`src/rtl/core/crb_pkg.sv`:
```
package crb_pkg;

  localparam int unsigned NodeW = 16;
  localparam int unsigned ColW = 17;
  localparam int unsigned StartW = 22;

  // Rows wrap after the last node, or after node 65535 if that comes first.
  localparam int unsigned MaxNodes = 65536;
  localparam int unsigned RowWrap = ((MaxNodes < 65536) ? MaxNodes : 65536) - 1;

  localparam int unsigned RowCapacity = 32;
  localparam int unsigned CmdDepth = 4;

  localparam logic OP_NEIGHBOUR = 1'b0;
  localparam logic OP_END = 1'b1;

  typedef struct packed {
    logic            is_end;
    logic [ColW-1:0] column;
  } cmd_t;

  typedef enum logic [1:0] {
    S_BUILD = 2'b01,
    S_DRAIN = 2'b10
  } back_state_e;

endpackage

```
`src/rtl/core/crb_front.sv`:
```
module crb_front import crb_pkg::*; (
  input  logic             clk_i,
  input  logic             rst_ni,
  input  logic             push_i,
  input  logic             op_i,
  input  logic [NodeW-1:0] neighbour_node_i,
  output logic             full_o,
  output logic             cmd_valid_o,
  output cmd_t             cmd_o,
  input  logic             cmd_ready_i
);

  localparam int unsigned PtrW = (CmdDepth > 1) ? $clog2(CmdDepth) : 1;
  localparam int unsigned CntW = $clog2(CmdDepth + 1);

  cmd_t            cmd_q [CmdDepth];
  logic [PtrW-1:0] wr_ptr_q, wr_ptr_d;
  logic [PtrW-1:0] rd_ptr_q, rd_ptr_d;
  logic [CntW-1:0] count_q, count_d;
  cmd_t            new_cmd;
  logic            push_ok;
  logic            pop_ok;

  // Each transaction is classified here and converted to a one-based column.
  always_comb begin
    new_cmd.is_end = (op_i == OP_END);
    new_cmd.column = ColW'(neighbour_node_i) + ColW'(1);
  end

  assign full_o      = (count_q == CntW'(CmdDepth));
  assign cmd_valid_o = (count_q != '0);
  assign cmd_o       = cmd_q[rd_ptr_q];
  assign push_ok     = push_i && !full_o;
  assign pop_ok      = cmd_valid_o && cmd_ready_i;

  always_comb begin
    wr_ptr_d = wr_ptr_q;
    rd_ptr_d = rd_ptr_q;
    count_d  = count_q;
    if (push_ok) begin
      wr_ptr_d = (wr_ptr_q == PtrW'(CmdDepth - 1)) ? '0 : wr_ptr_q + PtrW'(1);
    end
    if (pop_ok) begin
      rd_ptr_d = (rd_ptr_q == PtrW'(CmdDepth - 1)) ? '0 : rd_ptr_q + PtrW'(1);
    end
    if (push_ok && !pop_ok) begin
      count_d = count_q + CntW'(1);
    end else if (!push_ok && pop_ok) begin
      count_d = count_q - CntW'(1);
    end
  end

  always_ff @(posedge clk_i or negedge rst_ni) begin
    if (!rst_ni) begin
      wr_ptr_q <= '0;
      rd_ptr_q <= '0;
      count_q  <= '0;
    end else begin
      wr_ptr_q <= wr_ptr_d;
      rd_ptr_q <= rd_ptr_d;
      count_q  <= count_d;
    end
  end

  always_ff @(posedge clk_i) begin
    if (push_ok) begin
      cmd_q[wr_ptr_q] <= new_cmd;
    end
  end

endmodule

```
`src/rtl/core/crb_back.sv`:
```
module crb_back import crb_pkg::*; #(
  parameter int unsigned ROW_CAPACITY = RowCapacity
) (
  input  logic              clk_i,
  input  logic              rst_ni,
  input  logic              cmd_valid_i,
  input  cmd_t              cmd_i,
  output logic              cmd_ready_o,
  output logic              empty_o,
  input  logic              pop_i,
  output logic [ColW-1:0]   column_o,
  output logic [StartW-1:0] row_start_o,
  output logic [NodeW-1:0]  row_number_o,
  output logic              last_in_row_o,
  output logic              row_overflow_o
);

  localparam int unsigned FillW = $clog2(ROW_CAPACITY + 1);

  back_state_e       state_q, state_d;
  logic [FillW-1:0]  fill_q, fill_d;
  logic [NodeW-1:0]  row_q, row_d;
  logic [StartW-1:0] total_q, total_d;
  logic              ovf_q, ovf_d;
  logic              out_valid_q, out_valid_d;

  logic [ColW-1:0]   cells_q [ROW_CAPACITY];
  logic [ColW-1:0]   ins_cells [ROW_CAPACITY];
  logic [ROW_CAPACITY-1:0] gt;

  logic [NodeW-1:0]  drain_row_q;
  logic [StartW-1:0] drain_start_q;
  logic              drain_ovf_q;

  logic [ColW-1:0]   out_column_q;
  logic [StartW-1:0] out_start_q;
  logic [NodeW-1:0]  out_row_q;
  logic              out_last_q;
  logic              out_ovf_q;

  logic              take;
  logic              take_end;
  logic              insert_en;
  logic              load_out;
  logic              drain_last;
  logic [ColW-1:0]   key;

  assign cmd_ready_o = (state_q == S_BUILD);
  assign take        = cmd_valid_i && cmd_ready_o;
  assign take_end    = take && cmd_i.is_end;
  assign key         = cmd_i.is_end ? (ColW'(row_q) + ColW'(1)) : cmd_i.column;
  // A neighbour only fits while a slot stays free for the diagonal.
  assign insert_en   = take && (cmd_i.is_end || (fill_q < FillW'(ROW_CAPACITY - 1)));
  assign load_out    = (state_q == S_DRAIN) && (!out_valid_q || pop_i);
  assign drain_last  = (fill_q == FillW'(1));

  // The row is kept sorted; every cell decides in parallel whether it keeps
  // its value, takes the new key or takes its left neighbor.
  always_comb begin
    for (int i = 0; i < ROW_CAPACITY; i++) begin
      gt[i] = (FillW'(i) < fill_q) && (cells_q[i] > key);
    end
    for (int i = 0; i < ROW_CAPACITY; i++) begin
      if (i > 0 && gt[(i > 0) ? i - 1 : 0]) begin
        ins_cells[i] = cells_q[(i > 0) ? i - 1 : 0];
      end else if (gt[i] || FillW'(i) == fill_q) begin
        ins_cells[i] = key;
      end else begin
        ins_cells[i] = cells_q[i];
      end
    end
  end

  always_comb begin
    state_d     = state_q;
    fill_d      = fill_q;
    row_d       = row_q;
    total_d     = total_q;
    ovf_d       = ovf_q;
    out_valid_d = out_valid_q;
    if (pop_i) begin
      out_valid_d = 1'b0;
    end
    unique case (state_q)
      S_BUILD: begin
        if (take_end) begin
          fill_d  = fill_q + FillW'(1);
          total_d = total_q + StartW'(fill_q) + StartW'(1);
          row_d   = (row_q == NodeW'(RowWrap)) ? '0 : row_q + NodeW'(1);
          ovf_d   = 1'b0;
          state_d = S_DRAIN;
        end else if (take) begin
          if (insert_en) begin
            fill_d = fill_q + FillW'(1);
          end else begin
            ovf_d = 1'b1;
          end
        end
      end
      S_DRAIN: begin
        if (load_out) begin
          out_valid_d = 1'b1;
          fill_d      = fill_q - FillW'(1);
          if (drain_last) begin
            state_d = S_BUILD;
          end
        end
      end
      default: begin
        state_d = S_BUILD;
      end
    endcase
  end

  always_ff @(posedge clk_i or negedge rst_ni) begin
    if (!rst_ni) begin
      state_q     <= S_BUILD;
      fill_q      <= '0;
      row_q       <= '0;
      total_q     <= '0;
      ovf_q       <= 1'b0;
      out_valid_q <= 1'b0;
    end else begin
      state_q     <= state_d;
      fill_q      <= fill_d;
      row_q       <= row_d;
      total_q     <= total_d;
      ovf_q       <= ovf_d;
      out_valid_q <= out_valid_d;
    end
  end

  always_ff @(posedge clk_i) begin
    if (insert_en) begin
      for (int i = 0; i < ROW_CAPACITY; i++) begin
        cells_q[i] <= ins_cells[i];
      end
    end else if (load_out) begin
      // The smallest column sits at the head; the row moves up by one.
      for (int i = 0; i < ROW_CAPACITY - 1; i++) begin
        cells_q[i] <= cells_q[i + 1];
      end
    end
  end

  always_ff @(posedge clk_i) begin
    if (take_end) begin
      drain_row_q   <= row_q;
      drain_start_q <= total_q;
      drain_ovf_q   <= ovf_q;
    end
    if (load_out) begin
      out_column_q <= cells_q[0];
      out_start_q  <= drain_start_q;
      out_row_q    <= drain_row_q;
      out_last_q   <= drain_last;
      out_ovf_q    <= drain_ovf_q;
    end
  end

  assign empty_o        = !out_valid_q;
  assign column_o       = out_column_q;
  assign row_start_o    = out_start_q;
  assign row_number_o   = out_row_q;
  assign last_in_row_o  = out_last_q;
  assign row_overflow_o = out_ovf_q;

  a_fill_bound: assert property (@(posedge clk_i) disable iff (!rst_ni)
    fill_q <= FillW'(ROW_CAPACITY))
    else $error("row fill exceeds capacity");

  a_drain_nonempty: assert property (@(posedge clk_i) disable iff (!rst_ni)
    (state_q == S_DRAIN) |-> (fill_q != '0))
    else $error("draining an empty row");

  a_last_returns: assert property (@(posedge clk_i) disable iff (!rst_ni)
    (load_out && drain_last) |=> (state_q == S_BUILD && fill_q == '0))
    else $error("row not closed after its last column");

  a_column_nonzero: assert property (@(posedge clk_i) disable iff (!rst_ni)
    out_valid_q |-> (out_column_q != '0))
    else $error("zero column on the result ports");

endmodule

```
`src/rtl/core/csr_row_builder_with_diagonal_sort.sv`:
```
// Each neighbour transaction is inserted into the sorted cell row by the back end.
// An end marker inserts the diagonal, then the row drains one column per cycle while the
// output register is empty or being popped. Once the marker is taken, the back end first
// enters its drain state and then loads the first column into the output register. A
// four-entry command queue decouples the input from the back end. Reset clears the queue,
// row counters and output valid; the cell row needs no clearing.
module csr_row_builder_with_diagonal_sort import crb_pkg::*; #(
  parameter int unsigned ROW_CAPACITY = RowCapacity
) (
  input  logic              clk_i,
  input  logic              rst_ni,
  input  logic              push,
  output logic              full,
  input  logic              op_i,
  input  logic [NodeW-1:0]  neighbour_node_i,
  output logic              empty,
  input  logic              pop,
  output logic [ColW-1:0]   column_o,
  output logic [StartW-1:0] row_start_o,
  output logic [NodeW-1:0]  row_number_o,
  output logic              last_in_row_o,
  output logic              row_overflow_o
);

  logic cmd_valid;
  logic cmd_ready;
  cmd_t cmd;

  crb_front u_front (
    .clk_i            (clk_i),
    .rst_ni           (rst_ni),
    .push_i           (push),
    .op_i             (op_i),
    .neighbour_node_i (neighbour_node_i),
    .full_o           (full),
    .cmd_valid_o      (cmd_valid),
    .cmd_o            (cmd),
    .cmd_ready_i      (cmd_ready)
  );

  crb_back #(
    .ROW_CAPACITY (ROW_CAPACITY)
  ) u_back (
    .clk_i          (clk_i),
    .rst_ni         (rst_ni),
    .cmd_valid_i    (cmd_valid),
    .cmd_i          (cmd),
    .cmd_ready_o    (cmd_ready),
    .empty_o        (empty),
    .pop_i          (pop),
    .column_o       (column_o),
    .row_start_o    (row_start_o),
    .row_number_o   (row_number_o),
    .last_in_row_o  (last_in_row_o),
    .row_overflow_o (row_overflow_o)
  );

endmodule

```
`config.mk`:
```
export PLATFORM = sky130hd
export DESIGN_NAME = csr_row_builder_with_diagonal_sort
export DESIGN_NICKNAME = d
export VERILOG_FILES = /design/src/rtl/core/crb_pkg.sv /design/src/rtl/core/crb_front.sv /design/src/rtl/core/crb_back.sv /design/src/rtl/core/csr_row_builder_with_diagonal_sort.sv
export SDC_FILE = /design/constraint.sdc
export NUM_CORES = 2
export LEC_CHECK = 0
export BUFFER_PORTS_ARGS = -buffer_cell sky130_fd_sc_hd__buf_2
export CORE_MARGIN = 2
export CORE_UTILIZATION = 45
export CTS_CLUSTER_DIAMETER = 100
export DETAILED_ROUTE_END_ITERATION = 10
export PLACE_DENSITY_LB_ADDON = 0.12
export SYNTH_ARGS = -nofsm -noshare
export SYNTH_HDL_FRONTEND = slang
export SYNTH_HIERARCHICAL = 1
export SYNTH_SLANG_ARGS = --single-unit
```
`constraint.sdc`:
```
create_clock -name clk_i -period 5.82 [get_ports clk_i]
set_input_delay 1.164 -clock clk_i [delete_from_list [all_inputs] [get_ports clk_i]]
set_output_delay 1.164 -clock clk_i [all_outputs]
set_load 0.03 [all_outputs]
```
* After elaboration in Yosys (flattened, before gate mapping)
Memory sizes are Yosys's and may differ from the RTL's. Index checks and enable logic that the tools add are counted. W data, S select, Z words.
Word-level totals: flip-flop bits (word level) 151, memory bits (writable) 616, bits of input ports 21, output and inout bits 59, memories 2
Cells by class: $add $sub $neg 11, order comparisons 65, eq/ne operators 44, mux-type cells 122, bitwise gates (word level) 31, reductions and logical operators 86
Memory list:
- u_back.cells_q | words 32, width 17, rd ports 32, clocked after Yosys merged registers in 0, wr ports 32, RTL line crb_back.sv:27 | logic [ColW-1:0] cells_q [ROW_CAPACITY];
- u_front.cmd_q | words 4, width 18, rd ports 1, clocked after Yosys merged registers in 0, wr ports 1, RTL line crb_front.sv:16 | cmd_t cmd_q [CmdDepth];
Operators by type and width (count):
- $mux W17 | 95
- $gt A17 B17 Y1 | 32
- $eq A5 B6 Y1 const A | 16
- $lt A5 B6 Y1 const A | 16
- $eq A4 B6 Y1 const A | 8
- $lt A4 B6 Y1 const A | 8
- $logic_and A1 B1 Y1 | 39
- $add A16 B1 Y17 const B | 2
- $logic_or A1 B1 Y1 | 34
- $or A1 B1 Y1 | 31
- $eq A3 B6 Y1 const A | 4
- $lt A3 B6 Y1 const A | 4
- $mux W6 | 4
- $add A22 B1 Y22 const B | 1
- $add A22 B6 Y22 | 1
- $add A16 B1 Y16 const B | 1
- $eq A16 B16 Y1 const B | 1
- $mux W16 | 1
- $mux W1 | 13
- $eq A2 B6 Y1 const A | 2
- $lt A1 B6 Y1 const A | 2
- $lt A2 B6 Y1 const A | 2
- $pmux W6 S2 | 1
- $mux W2 | 5
- 23 further kinds | 36

* Longest topological paths before layout
word-level depth 8, mapped depth 20

* By module
Netlist, hierarchy kept.
By module, submodules not included:
- crb_back | times used 1, cells each 4589, area an instance 46687.3 µm², seq. area each 20420.8 µm²
- crb_front | times used 1, cells each 175, area an instance 3303.2 µm², seq. area each 2337.2 µm²

* Worst setup path after synthesis
Ideal clock, no wire load.
path kind flip-flop to flip-flop, from register u_front.rd_ptr_q[0], to memory u_back.cells_q[15][0], in the netlist u_back/cells_q[7][17] (enable), library setup time 401 ps, data arrival time 5328 ps, required time 5419 ps, slack 91 ps, cell stages (with the launch flop) 19, period minus slack after synthesis 5729 ps, path through dfrtp_1 > buf_4 > mux4_2 > buf_1 > buf_1 > nor2_1 > a21oi_1 > inv_1 > ha_1 > o211ai_1 > a21oi_1 > o221ai_1 > a21oi_1 > a22oi_1 > a211oi_1 > buf_4 > buf_6 > nor2_1 > a31oi_1
RTL lines:
- from (decl) | RTL line crb_front.sv:18 | logic [PtrW-1:0] rd_ptr_q, rd_ptr_d;
- from (signal assigned) | RTL line crb_front.sv:60 | rd_ptr_q <= rd_ptr_d;
- to (decl) | RTL line crb_back.sv:27

==> summary.md <==
| Metric | Value |
|---|---|
| Outcome | finished, final reports clean |
| Crit path time final | 5.37 ns |
| FILL cells | 9924 |
| Final wirelength | 173000 um |
| Initial Util | 45.3% |
| Max FO, Critical Path | 19 |
| Chip Height | 337 um |
| Worst skew pair latency | 0.69 ns |
| WL met1 | 80200 um |
| Setup violators final | 0 |
| Ports | 80 |
| Setup crit end kind | flip-flop |
| Rows | 122 |
| Number of I/O port buffers | 79 |
| Synthesis Warnings | 6 |
| Vias per cell | 6.24 |
| WS Path Type | flip-flop to flip-flop |
| Number of synthesized flops with an enable pin | 712 |
| Die area | 114000 um2 |
| Clock sink total | 767 |
| Number of global-route vias before repair | 37400 |
| Vias | 40000 |
| Synth top area cells | edfxtp_1, ha_1, mux2i_1 |
| Setup ws final | 0.446 ns |
| Synth-to-Final Area Change | 12.0% |
| Initial antenna violation count | 1 |
| Post-synthesis instance area | 50000 um2 |
| DR WL met2 | 70100 um |
| WL/cell | 27.0 um |
| Seq. cell area | 22800 um2 |
| Final net count | 5403 |
| Non-Filler Instances | 6412 |
| DIE WIDTH | 337 um |
| RSZ-0062 raised after global routing | false |
| Setup TNS | 0 ns |
| Max Cap Violations | 0 |
| Leading area contributor after synthesis | edfxtp_1 |
| GR Overflow Total | 0 |
| First-pass GRT wire length | 252000 um |
| DRC viols | 0 |
| Share of post-route cells with drive strength above 1 | 11.6% |
| Clk buf depth | 3 |
| Relative slew slack | 16.9% |
| CTS root buf | clkbuf_16 |
| Max Fclk | 186 MHz |
| Routed Antenna Nets | 0 |
| H-tree depth | 3 |
| Multi-input gate area | 25900 um2 |
| Gr usage total | 30.1% |
| First-pass iteration count of the detailed router | 6 |
| Post-synth top area share | 42.8% |
| Sequential fraction of the synthesis area | 45.5% |
| Setup Skew | 0.0260 ns |
| Synthesized flop and latch total | 767 |
| Final Hold Viols | 0 |
| Max Slew Vio Count | 0 |
| Place WS | 0.453 ns |
| Ys async rst share | 7.17% |
| GPL Wtd Cong | 0.929 |
| Top FF cell, synth | edfxtp_1 |
| Class of the worst hold path | flip-flop to flip-flop |
| Initial DRC count | 4872 |
| Ant diodes | 0 |
| Yosys cell types | 101 |
| Worst-path clk slew | 0.06 ns |
| Placed cells | 6247 |
| Post-CTS Resized | 0 |
| Largest net degree at the start of global routing | 174 |
| DP Wirelength | 125000 um |
| Worst R2R Setup Slack | 0.45 ns |
| CTS tree | built |
| TritonCTS Buffers | 89 |
| Total core area | 110000 um2 |
| Routed wl met3 | 17400 um |
| Post-CTS Setup Inserts | 0 |
| Post-synthesis area per instance | 10.5 um2 |
| Crit path launch type | flip-flop |
| CP Data Required Time | 6.07 ns |
| Hold Buf Count CTS | 0 |
| Arrival time at the worst endpoint | 5.63 ns |
| Highest metal used | met5 |
| Least-Margin Pin Slew | 1.24 ns |
| Period utilization | 92.3% |
| Syn Nets | 5317 |
| Synth Instances | 4764 |
[final timing paths]
check | depth (start not counted) | start | end
max in group asynchronous | 2 | rst_ni | u_back/total_q[20]
worst max-delay path | 16 | u_back/row_q[0] | u_back/cells_q[10][3]
min in group asynchronous | 2 | rst_ni | u_front/count_q[2]
worst min register to register | 0 | u_back/drain_row_q[13] | u_back/row_number_o[13]
worst min-delay path | 0 | u_back/drain_row_q[13] | u_back/row_number_o[13]
worst max register to register | 16 | u_back/row_q[0] | u_back/cells_q[10][3]
[state kept, by name (all words and copies together) (netlist names), 2 cells and up]
| signal | flops |
|---|---|
| u_front/rd_ptr_q | 2 |
| u_back/row_q | 16 |
| u_front/cmd_q | 72 |
| u_back/cells_q | 544 |
| u_back/row_number_o | 16 |
| u_back/drain_row_q | 16 |
| u_back/fill_q | 6 |
| u_back/row_start_o | 22 |
| u_front/count_q | 3 |
| u_front/wr_ptr_q | 2 |
| u_back/drain_start_q | 22 |
| u_back/column_o | 17 |
| u_back/total_q | 22 |
| u_back/state_q | 2 |
[cells by family after synthesis]
| kind of cell | share of synthesized area [%] |
|---|---|
| and+or+nand+nor | 12.7 |
| AOI/OAI and AO/OA | 16.2 |
| DFF | 45.5 |
| adders and majority gates | 13.3 |
| buffers and inverters | 3.55 |
| muxes | 7.35 |
| xor gates and xnor gates | 1.28 |
[cells in the mapped netlist, types with 12 or more instances]
cell and number:
a211o_1 15, a211oi_1 40, a21o_1 73, a21oi_1 247
a221o_1 73, a221oi_1 26, a22oi_1 24, a31oi_1 83
and2_1 20, and3_1 35, buf_1 20, buf_2 41
buf_4 27, buf_6 15, clkbuf_1 174, dfrtp_1 54
edfxtp_1 712, ha_1 530, inv_1 119, mux2i_1 317
mux4_2 18, nand2_1 552, nand2b_1 23, nand3_1 179
nand4_1 81, nor2_1 338, nor2b_1 39, nor3_1 78
nor4_1 12, o211ai_1 31, o21a_1 35, o21ai_0 326
o21ai_1 100, o21bai_1 13, o221ai_1 27, o311ai_0 15
o31ai_1 18, or2_2 12, xnor2_1 49, xor2_1 24
[metal layers]
metal	track usage, %	up-vias
met5	0	-
met4	9.60	2
met3	5.47	269
met2	42.1	1948
met1	46.5	19500
li1	-	18300
[through the flow]
step                      cell area, um2  hold WS (ns)  util (%)
after CTS                          56000         0.414      50.7
after detailed placement           52900         0.405      48.0
after floorplan                    50000         0.400         -
final                              56000         0.414      50.7
after global placement             52900         0.401      48.0
after global routing               56000         0.423      50.7
[cell usage in the layout, fill, tap and decap left out, drive strengths merged, types with 79 or more instances in the layout]
cell type  count
nand4         82
nor3          79
nand3        182
ha           530
a31oi         85
o21ai        430
clkbuf       110
a21oi        250
nand2        556
mux2i        317
buf          273
nor2         341
edfxtp       712
inv          125
[cell type report]
cell class              count  share of cell area [%]
multi-input cells        3598                    46.2
inverters                 121                   0.825
clock inverters            55                    1.28
well taps                1488                    3.33
flip-flops and latches    767                    40.6
clock buffers             110                    4.17
repair buffers            273                    3.55
[critical path: stages, from the launching register on]
cell and delay [ns]:
dfrtp_1 0.46, ha_1 0.29, nand3_2 0.16, or2_2 0.35
nor3_1 0.15, buf_4 0.16, nand3_1 0.13, o21bai_2 0.24
inv_2 0.32, ha_1 0.43, and4_1 0.24, nand3_1 0.10
or4_1 0.55, nand2_1 0.11, a221oi_2 0.08, a311oi_4 0.59
a31oi_2 0.56
Power is not shown: default switching activity piles up to over one toggle a cycle in this logic, so the estimate is an artifact.
